## config.mk

```make
export PLATFORM = sky130hd
export DESIGN_NAME = ps2_scancode_to_key_matrix_unit
export DESIGN_NICKNAME = d
export VERILOG_FILES = /design/src/sv/ps2km_pkg.sv /design/src/sv/ps2km_ram.sv /design/src/sv/ps2_scancode_to_key_matrix_unit.sv
export SDC_FILE = /design/constraint.sdc
export NUM_CORES = 2
export LEC_CHECK = 0
export ABC_AREA = 0
export BUFFER_PORTS_ARGS = -buffer_cell sky130_fd_sc_hd__buf_2
export CORE_UTILIZATION = 61
export CTS_BUF_LIST = sky130_fd_sc_hd__clkbuf_8
export DETAILED_ROUTE_END_ITERATION = 7
export PLACE_DENSITY = 0.78
export SYNTH_ARGS = -nofsm -noshare
export SYNTH_HDL_FRONTEND = slang
export SYNTH_SLANG_ARGS = --single-unit
export TNS_END_PERCENT = 50
```

## constraint.sdc

```tcl
create_clock -name i_clk -period 10.1 [get_ports i_clk]
set_input_delay 2.02 -clock i_clk [delete_from_list [all_inputs] [get_ports i_clk]]
set_output_delay 2.02 -clock i_clk [all_outputs]
set_load 0.1 [all_outputs]
```

## src/sv/ps2km_pkg.sv

```systemverilog
`timescale 1ns / 1ps
// Shared types and constants of the PS/2 scancode to key matrix unit.
// Used by ps2_scancode_to_key_matrix_unit; depends on nothing.
package ps2km_pkg;

    // Matrix geometry and map store size
    localparam int unsigned ROWS       = 8;
    localparam int unsigned COLS       = 8;
    localparam int unsigned MAP_DEPTH  = 128;
    localparam int unsigned MAP_AW     = $clog2(MAP_DEPTH);
    localparam int unsigned RAM_DEPTH  = 2 * MAP_DEPTH;
    localparam int unsigned RAM_AW     = $clog2(RAM_DEPTH);
    localparam int unsigned MATRIX_W   = ROWS * COLS;
    localparam int unsigned APB_AW     = 5;

    // Scancode values with special meaning
    localparam logic [7:0] CODE_EXTENDED = 8'hE0;
    localparam logic [7:0] CODE_BREAK    = 8'hF0;
    localparam logic [7:0] CODE_F7       = 8'h83;
    localparam logic [7:0] CODE_F7_SLOT  = 8'h7F;

    // Map byte fields
    localparam int unsigned MB_SHIFT     = 7;
    localparam int unsigned MB_EXT_SHIFT = 6;
    localparam int unsigned MB_COL_LSB   = 3;
    localparam int unsigned MB_ROW_LSB   = 0;

    // Request kinds
    typedef enum logic {
        KIND_SCAN  = 1'b0,
        KIND_TABLE = 1'b1
    } t_kind;

    // Configuration register indexes
    typedef enum logic [2:0] {
        REG_SHIFT_ROW     = 3'd0,
        REG_SHIFT_COL     = 3'd1,
        REG_EXT_SHIFT_ROW = 3'd2,
        REG_EXT_SHIFT_COL = 3'd3,
        REG_NONE_CODE     = 3'd4
    } t_reg_idx;

    // Reset values of the configuration registers
    localparam logic [2:0] RST_SHIFT_ROW     = 3'd5;
    localparam logic [2:0] RST_SHIFT_COL     = 3'd0;
    localparam logic [2:0] RST_EXT_SHIFT_ROW = 3'd7;
    localparam logic [2:0] RST_EXT_SHIFT_COL = 3'd1;
    localparam logic [7:0] RST_NONE_CODE     = 8'd63;

    // Look-up stage control, travels with the map read
    typedef struct packed {
        logic valid;
        logic release_key;
        logic use_none;
    } t_lookup;

    // Set (release) or clear (press) one key bit in the flat matrix word
    function automatic logic [MATRIX_W-1:0] set_key(
        input logic [MATRIX_W-1:0] keys,
        input logic [2:0]          row,
        input logic [2:0]          col,
        input logic                release_key
    );
        logic [MATRIX_W-1:0] res;
        res = keys;
        res[{row, col}] = release_key;
        return res;
    endfunction

endpackage

```

## src/sv/ps2km_ram.sv

```systemverilog
`timescale 1ns / 1ps
// Generic single-port-write, single-port-read RAM with registered read data.
// Stands alone; used for the scancode map store.
module ps2km_ram #(
    parameter int unsigned WIDTH = 8,
    parameter int unsigned DEPTH = 256
) (
    input  logic                     i_clk,
    input  logic                     i_we,
    input  logic [$clog2(DEPTH)-1:0] i_waddr,
    input  logic [WIDTH-1:0]         i_wdata,
    input  logic                     i_re,
    input  logic [$clog2(DEPTH)-1:0] i_raddr,
    output logic [WIDTH-1:0]         o_rdata
);

    logic [WIDTH-1:0] r_mem [DEPTH];
    logic [WIDTH-1:0] r_rdata;

    // Write port
    always_ff @(posedge i_clk) begin
        if (i_we) begin
            r_mem[i_waddr] <= i_wdata;
        end
    end

    // Read port, hold data while no read is issued
    always_ff @(posedge i_clk) begin
        if (i_re) begin
            r_rdata <= r_mem[i_raddr];
        end
    end

    assign o_rdata = r_rdata;

endmodule

```

## src/sv/ps2_scancode_to_key_matrix_unit.sv

```systemverilog
`timescale 1ns / 1ps
// Top level of the PS/2 scancode to 8x8 key matrix unit.
// Depends on ps2km_pkg and ps2km_ram.
//
// Usage:
//   Input channel (i_in_valid / o_in_ready) carries one request per beat:
//   a scancode byte (kind 0) or a write of one map entry (kind 1). Both
//   maps share one 256-entry RAM, addressed by {extended, index}.
//   Prefix bytes 0xE0 and 0xF0 and map writes give no result; every other
//   scancode gives one 64-bit matrix word on the output channel
//   (o_out_valid / i_out_ready), bit 8*row+column, 1 = key released.
//   The map read and the look-up stage are registered at the accepting edge;
//   the matrix and the output word are registered when that stage advances,
//   and o_out_valid rises with them.
//   Throughput: one request per cycle, set by the single map RAM port pair,
//   while no held word stalls the input; a map write followed at once by a
//   look-up of the same entry sees the new value, as the write lands first.
//   Reset: the matrix reads all ones, both prefix flags clear, the
//   configuration registers take their defaults; map contents stay unknown
//   until written. No clearing pass is run.
//   Stall: a held output word keeps the look-up stage; while that stage is
//   full and blocked, o_in_ready drops. Configuration is written over APB.
module ps2_scancode_to_key_matrix_unit (
    input  logic                               i_clk,
    input  logic                               i_rst_n,
    // Input channel
    input  logic                               i_in_valid,
    output logic                               o_in_ready,
    input  logic                               i_kind,
    input  logic [7:0]                         i_scan_byte,
    input  logic                               i_entry_extended,
    input  logic [6:0]                         i_entry_index,
    input  logic [7:0]                         i_entry_value,
    // Output channel
    output logic                               o_out_valid,
    input  logic                               i_out_ready,
    output logic [ps2km_pkg::MATRIX_W-1:0]     o_matrix_bits,
    // Configuration port
    input  logic                               psel,
    input  logic                               penable,
    input  logic                               pwrite,
    input  logic [ps2km_pkg::APB_AW-1:0]       paddr,
    input  logic [31:0]                        pwdata,
    output logic [31:0]                        prdata,
    output logic                               pready
);

    // Configuration registers
    logic [2:0] r_shift_row;
    logic [2:0] r_shift_col;
    logic [2:0] r_ext_shift_row;
    logic [2:0] r_ext_shift_col;
    logic [7:0] r_none_code;

    // Prefix flags and look-up stage
    logic                r_ext_pend;
    logic                r_brk_pend;
    ps2km_pkg::t_lookup  r_lookup;
    ps2km_pkg::t_lookup  n_lookup;

    // Matrix state and output register
    logic [ps2km_pkg::MATRIX_W-1:0] r_keys;
    logic [ps2km_pkg::MATRIX_W-1:0] n_keys;
    logic [ps2km_pkg::MATRIX_W-1:0] r_out_data;
    logic                           r_out_valid;

    // Handshake and decode
    logic                           in_acc;
    logic                           is_table;
    logic                           is_ext_prefix;
    logic                           is_brk_prefix;
    logic                           is_lookup;
    logic                           lookup_adv;
    logic                           cfg_wr;
    ps2km_pkg::t_reg_idx            cfg_idx;
    logic [7:0]                     code_mapped;

    // Map RAM ports
    logic                               ram_we;
    logic [ps2km_pkg::RAM_AW-1:0]       ram_waddr;
    logic                               ram_re;
    logic [ps2km_pkg::RAM_AW-1:0]       ram_raddr;
    logic [7:0]                         ram_rdata;
    logic [7:0]                         map_byte;

    // Configuration write and read back
    assign pready  = 1'b1;
    assign cfg_wr  = psel && penable && pwrite && pready;
    assign cfg_idx = ps2km_pkg::t_reg_idx'(paddr[ps2km_pkg::APB_AW-1:2]);

    always_ff @(posedge i_clk) begin
        if (!i_rst_n) begin
            r_shift_row     <= ps2km_pkg::RST_SHIFT_ROW;
            r_shift_col     <= ps2km_pkg::RST_SHIFT_COL;
            r_ext_shift_row <= ps2km_pkg::RST_EXT_SHIFT_ROW;
            r_ext_shift_col <= ps2km_pkg::RST_EXT_SHIFT_COL;
            r_none_code     <= ps2km_pkg::RST_NONE_CODE;
        end else if (cfg_wr) begin
            unique case (cfg_idx)
                ps2km_pkg::REG_SHIFT_ROW:     r_shift_row     <= pwdata[2:0];
                ps2km_pkg::REG_SHIFT_COL:     r_shift_col     <= pwdata[2:0];
                ps2km_pkg::REG_EXT_SHIFT_ROW: r_ext_shift_row <= pwdata[2:0];
                ps2km_pkg::REG_EXT_SHIFT_COL: r_ext_shift_col <= pwdata[2:0];
                ps2km_pkg::REG_NONE_CODE:     r_none_code     <= pwdata[7:0];
                default: ;
            endcase
        end
    end

    always_comb begin
        unique case (cfg_idx)
            ps2km_pkg::REG_SHIFT_ROW:     prdata = {29'd0, r_shift_row};
            ps2km_pkg::REG_SHIFT_COL:     prdata = {29'd0, r_shift_col};
            ps2km_pkg::REG_EXT_SHIFT_ROW: prdata = {29'd0, r_ext_shift_row};
            ps2km_pkg::REG_EXT_SHIFT_COL: prdata = {29'd0, r_ext_shift_col};
            ps2km_pkg::REG_NONE_CODE:     prdata = {24'd0, r_none_code};
            default:                      prdata = 32'd0;
        endcase
    end

    // Advance the look-up stage whenever the output register frees up
    assign lookup_adv = !r_out_valid || i_out_ready;
    assign o_in_ready = !r_lookup.valid || lookup_adv;
    assign in_acc     = i_in_valid && o_in_ready;

    // Decode the accepted request
    assign is_table      = (ps2km_pkg::t_kind'(i_kind) == ps2km_pkg::KIND_TABLE);
    assign is_ext_prefix = !is_table && (i_scan_byte == ps2km_pkg::CODE_EXTENDED);
    assign is_brk_prefix = !is_table && (i_scan_byte == ps2km_pkg::CODE_BREAK);
    assign is_lookup     = !is_table && !is_ext_prefix && !is_brk_prefix;

    // Remap the F7 code into the last normal slot when no extended prefix is pending
    assign code_mapped = (!r_ext_pend && (i_scan_byte == ps2km_pkg::CODE_F7))
                         ? ps2km_pkg::CODE_F7_SLOT : i_scan_byte;

    // Map RAM: writes from table requests, reads from looked-up bytes
    assign ram_we    = in_acc && is_table;
    assign ram_waddr = {i_entry_extended, i_entry_index};
    assign ram_re    = in_acc && is_lookup;
    assign ram_raddr = {r_ext_pend, code_mapped[ps2km_pkg::MAP_AW-1:0]};

    ps2km_ram #(
        .WIDTH (8),
        .DEPTH (ps2km_pkg::RAM_DEPTH)
    ) u_map_ram (
        .i_clk   (i_clk),
        .i_we    (ram_we),
        .i_waddr (ram_waddr),
        .i_wdata (i_entry_value),
        .i_re    (ram_re),
        .i_raddr (ram_raddr),
        .o_rdata (ram_rdata)
    );

    // Prefix flags: set by prefixes, dropped by any looked-up byte
    always_ff @(posedge i_clk) begin
        if (!i_rst_n) begin
            r_ext_pend <= 1'b0;
            r_brk_pend <= 1'b0;
        end else if (in_acc) begin
            if (is_ext_prefix) begin
                r_ext_pend <= 1'b1;
            end else if (is_brk_prefix) begin
                r_brk_pend <= 1'b1;
            end else if (is_lookup) begin
                r_ext_pend <= 1'b0;
                r_brk_pend <= 1'b0;
            end
        end
    end

    // Load the look-up stage alongside the map read
    always_comb begin
        n_lookup = r_lookup;
        if (lookup_adv) begin
            n_lookup.valid = 1'b0;
        end
        if (in_acc && is_lookup) begin
            n_lookup.valid       = 1'b1;
            n_lookup.release_key = r_brk_pend;
            n_lookup.use_none    = code_mapped[ps2km_pkg::MAP_AW];
        end
    end

    always_ff @(posedge i_clk) begin
        if (!i_rst_n) begin
            r_lookup <= '0;
        end else begin
            r_lookup <= n_lookup;
        end
    end

    // Apply key, shift and extended shift to the matrix
    assign map_byte = r_lookup.use_none ? r_none_code : ram_rdata;

    always_comb begin
        n_keys = ps2km_pkg::set_key(r_keys,
                                    map_byte[ps2km_pkg::MB_ROW_LSB +: 3],
                                    map_byte[ps2km_pkg::MB_COL_LSB +: 3],
                                    r_lookup.release_key);
        if (map_byte[ps2km_pkg::MB_SHIFT]) begin
            n_keys = ps2km_pkg::set_key(n_keys, r_shift_row, r_shift_col,
                                        r_lookup.release_key);
        end
        if (map_byte[ps2km_pkg::MB_EXT_SHIFT]) begin
            n_keys = ps2km_pkg::set_key(n_keys, r_ext_shift_row, r_ext_shift_col,
                                        r_lookup.release_key);
        end
    end

    // Commit the matrix and hand the word to the output register
    always_ff @(posedge i_clk) begin
        if (!i_rst_n) begin
            r_keys      <= '1;
            r_out_valid <= 1'b0;
        end else begin
            if (r_lookup.valid && lookup_adv) begin
                r_keys      <= n_keys;
                r_out_valid <= 1'b1;
            end else if (i_out_ready) begin
                r_out_valid <= 1'b0;
            end
        end
    end

    always_ff @(posedge i_clk) begin
        if (r_lookup.valid && lookup_adv) begin
            r_out_data <= n_keys;
        end
    end

    assign o_out_valid   = r_out_valid;
    assign o_matrix_bits = r_out_data;

`ifndef SYNTHESIS
    // Input is refused only when the look-up stage is blocked by a held word
    a_ready_only_on_stall: assert property (@(posedge i_clk) disable iff (!i_rst_n)
        !o_in_ready |-> (r_lookup.valid && r_out_valid && !i_out_ready))
        else $error("input refused without a blocked look-up stage");

    // A looked-up byte drops both prefix flags
    a_lookup_drops_flags: assert property (@(posedge i_clk) disable iff (!i_rst_n)
        (in_acc && is_lookup) |=> (!r_ext_pend && !r_brk_pend))
        else $error("prefix flag survived a looked-up byte");

    // A blocked look-up stage keeps its request and the map data
    a_lookup_holds: assert property (@(posedge i_clk) disable iff (!i_rst_n)
        (r_lookup.valid && !lookup_adv) |=> (r_lookup.valid && $stable(ram_rdata)))
        else $error("blocked look-up lost its request or map data");

    // The output word mirrors the committed matrix while it is valid
    a_out_matches_keys: assert property (@(posedge i_clk) disable iff (!i_rst_n)
        r_out_valid |-> (r_out_data == r_keys))
        else $error("output word differs from matrix state");

    // Table writes and prefixes never give a result
    a_no_result_for_silent: assert property (@(posedge i_clk) disable iff (!i_rst_n)
        (in_acc && !is_lookup && !r_lookup.valid) |=> !r_lookup.valid)
        else $error("silent request entered the look-up stage");
`endif

endmodule

```

==> flow_metrics.tcl <==
set metrics [dict create \
    maxSlewViolCount 0 \
    drcViolationCount 0 \
    p_leak_nw 30.1 \
    synth_ff_type "edfxtp_1" \
    post_cts_resized 0 \
    clockBufferDepth 4 \
    htreeDepth 5 \
    cts_setup_buffers 0 \
    power_density_nw_per_um2 188 \
    drt_pass1_iterations 7 \
    synth_area_leaders "edfxtp_1 73%, mux4_2 14%, dfxtp_1 2.1%" \
    die_x_um 380 \
    whs_path_depth 2 \
    yosys.area.top_type_share 0.729 \
    synthCells 4368 \
    rrSetupSlack_ps 5450 \
    fin_tns_setup_ps 0 \
    critPathArrivalTime_ps 6300 \
    synthAdderAreaFrac 0 \
    max_freq_mhz 179 \
    place_congestion 0.966 \
    synthSimpleGateAreaFrac 0.0391 \
    status "complete, no violations" \
    ant_nets 0 \
    antenna_found_initial 14 \
    syn_to_final_growth_pct 10.0 \
    worstMarginPinSlew_ps 1270 \
    numPortBuffers 116 \
    r2r-end "u_map_ram.o_rdata[7]" \
    core_area_um2 142000 \
    synth-edff-count 2120 \
    dr_total_vias 46035 \
    fp.dieH_um 380 \
    dp_hpwl_um 125000 \
    viasPerCell 6.77 \
    irDropWorstVdd_mv 0.108 \
    start_kind "input port" \
    cts_tree "done" \
    synth_top_family_by_area "multiplexers" \
    drv_cap 0 \
    worstSetupPathType "in -> reg" \
    dp.cells 6185 \
    grt_pass1_wl_um 307000 \
    r2r-start "r_ext_pend" \
    grtUsageTotal 0.295 \
    grt_overflow 0 \
    holdPathEnd "r_none_code[6]" \
    clock_skew_ps 41.5 \
    cts_root_buf "clkbuf_8" \
    synth_mux_area_frac 0.159 \
    synthXorXnorAreaFrac 0 \
    synth_most_common_cell "edfxtp_1" \
    die_area_um2 145000 \
    regArea_um2 65500 \
    finalCoreUtilization 0.677 \
    synth_cell_types 70 \
    avgSynthCellArea_um2 20.0 \
    ys_seq_elements 2210 \
    drive_gt1_frac 0.257 \
    instances_no_fill 6799 \
    maxSlewHeadroom 0.151 \
    first_global_vias 45071 \
    netlist_area_um2 87300 \
    routedWlPerCell_um 31.3 \
    yosys-top-cells-count "2,120 x edfxtp_1, 549 x mux4_2, 345 x nor2_1" \
    hold_viol_final 0 \
    required_ps 10820 \
    hp-start "r_none_code[6]" \
    clock_latency_ps 1020 \
    grt_max_degree 170 \
    cts.hold.buffers_added 0 \
    path_clk_slew_ps 70 \
    finalCritPeriodShare 0.552 \
    hold_class "reg -> reg" \
    async_flop_share 0 \
    synth_compound_area_frac 0.0359 \
    period_needed_ps 5580 \
    finalSetupViolations 0 \
    reg2reg_depth 9 \
    ys_seq_area_frac 0.750 \
    initial_core_util 0.616 \
    fill_cells 8681 \
    multiInputGateArea_um2 20600 \
    clock_sinks 2210 \
    drt_wl_total_um 213000 \
    cts-buffers-inserted 349 \
    rsz0062_at_grt "no" \
    crit_path_end_kind "flip-flop" \
    rows 138 \
    layout.nets 4715 \
    yosysTopAreaCell "edfxtp_1" \
    drt-initial-drc-count 6648 \
    cp_max_fo 39 \
    yosys_warnings 0 \
    num_io_pins 168 \
]
-- cells by family (layout without fill, tap and decap cells) --
logic type	after synthesis	after routing
flip-flops	2210	2210
AND/OR/NAND/NOR	764	764
multiplexers	690	690
AO/OA/AOI/OAI	410	410
buffers and inverters	292	804
other	2	31
-- sequential cells by signal (all words and copies together), names as in the netlist --
register           flops
u_map_ram.r_mem     2048
o_matrix_bits         64
r_keys                64
r_none_code            8
u_map_ram.o_rdata      8
r_ext_shift_col        3
r_ext_shift_row        3
r_lookup               3
r_shift_col            3
r_shift_row            3
o_out_valid            1
r_brk_pend             1
r_ext_pend             1
-- layout make-up --
| cell class | count | share of cell area |
|---|---|---|
| antenna | 6 | 0.000156 |
| inverter | 5 | 0.000235 |
| timing repair buffer | 191 | 0.0137 |
| clock buffer | 362 | 0.0519 |
| clock inverter | 246 | 0.0130 |
| multi-input combinational | 1889 | 0.215 |
| tap | 1890 | 0.0246 |
| sequential | 2210 | 0.682 |
-- routing by layer --
layer	part of all wire	GRT usage	up-vias	wire length, um
met5	0.00048	0	-	102
met4	0.038	0.111	16	8110
met3	0.13	0.0803	508	26800
met2	0.47	0.446	3254	100000
met1	0.36	0.417	23610	77300
li1	-	-	18647	-
-- stage by stage --
| step | area (um^2) | power [mW] | setup slack [ps] | hold slack, ps |
|---|---|---|---|---|
| 6_report | 96000 | 18.1 | 4520 | 514 |
| 5_1_grt | 96000 | 18.5 | 4480 | 538 |
| 3_3_place_gp | 89800 | 11.3 | 3630 | 484 |
| 2_1_floorplan | 87400 | 10.9 | 4010 | 441 |
| 3_5_place_dp | 89800 | 11.3 | 3620 | 499 |
| 4_1_cts | 96000 | 18.1 | 4650 | 507 |
-- cell usage in the layout, fill, tap and decap left out, types with 9 or more instances in the layout --
master and instances:
dfxtp_1 90, nand3_1 51, o22ai_1 9, nor3_1 21, nor2b_1 13, bufinv_16 10
o211ai_1 22, buf_4 70, nand2_1 187, and2_1 78, buf_2 105, o21ai_0 27
clkinv_1 82, clkbuf_8 370, a211oi_1 11, a221oi_1 60, a211o_1 65, a31oi_1 15
o221ai_1 29, edfxtp_1 2120, a22oi_1 59, mux2i_1 63, nor2_1 344, mux2_2 77
a21oi_1 50, inv_1 119, clkinv_2 33, mux4_2 549, nor3b_1 9, conb_1 25
-- critical path: stages --
cell and delay (ps):
buf_2 90, buf_4 290, or4_1 730, o31ai_4 870, buf_12 400, mux2_2 380
a222oi_1 560, o21ai_0 250, a31oi_1 530, a32oi_1 120
-- power by group --
part	total [mW]	switching (mW)	internal [mW]
logic	1.07	0.728	0.340
clock network	6.89	3.33	3.56
registers	10.1	0.0174	10.1
total	18.0	4.07	14.0
-- worst max path at each step --
stage,startpoint,to,cells past startpoint
after floorplan,paddr[3],prdata[0],5
after global placement,i_scan_byte[4],u_map_ram.o_rdata[7],10
after detailed placement,i_scan_byte[1],u_map_ram.o_rdata[7],9
after CTS,paddr[3],prdata[5],5
after global routing,i_scan_byte[1],u_map_ram.o_rdata[7],9
final,i_scan_byte[4],u_map_ram.o_rdata[7],10
Note: power is estimated with default switching activity, not from simulation.
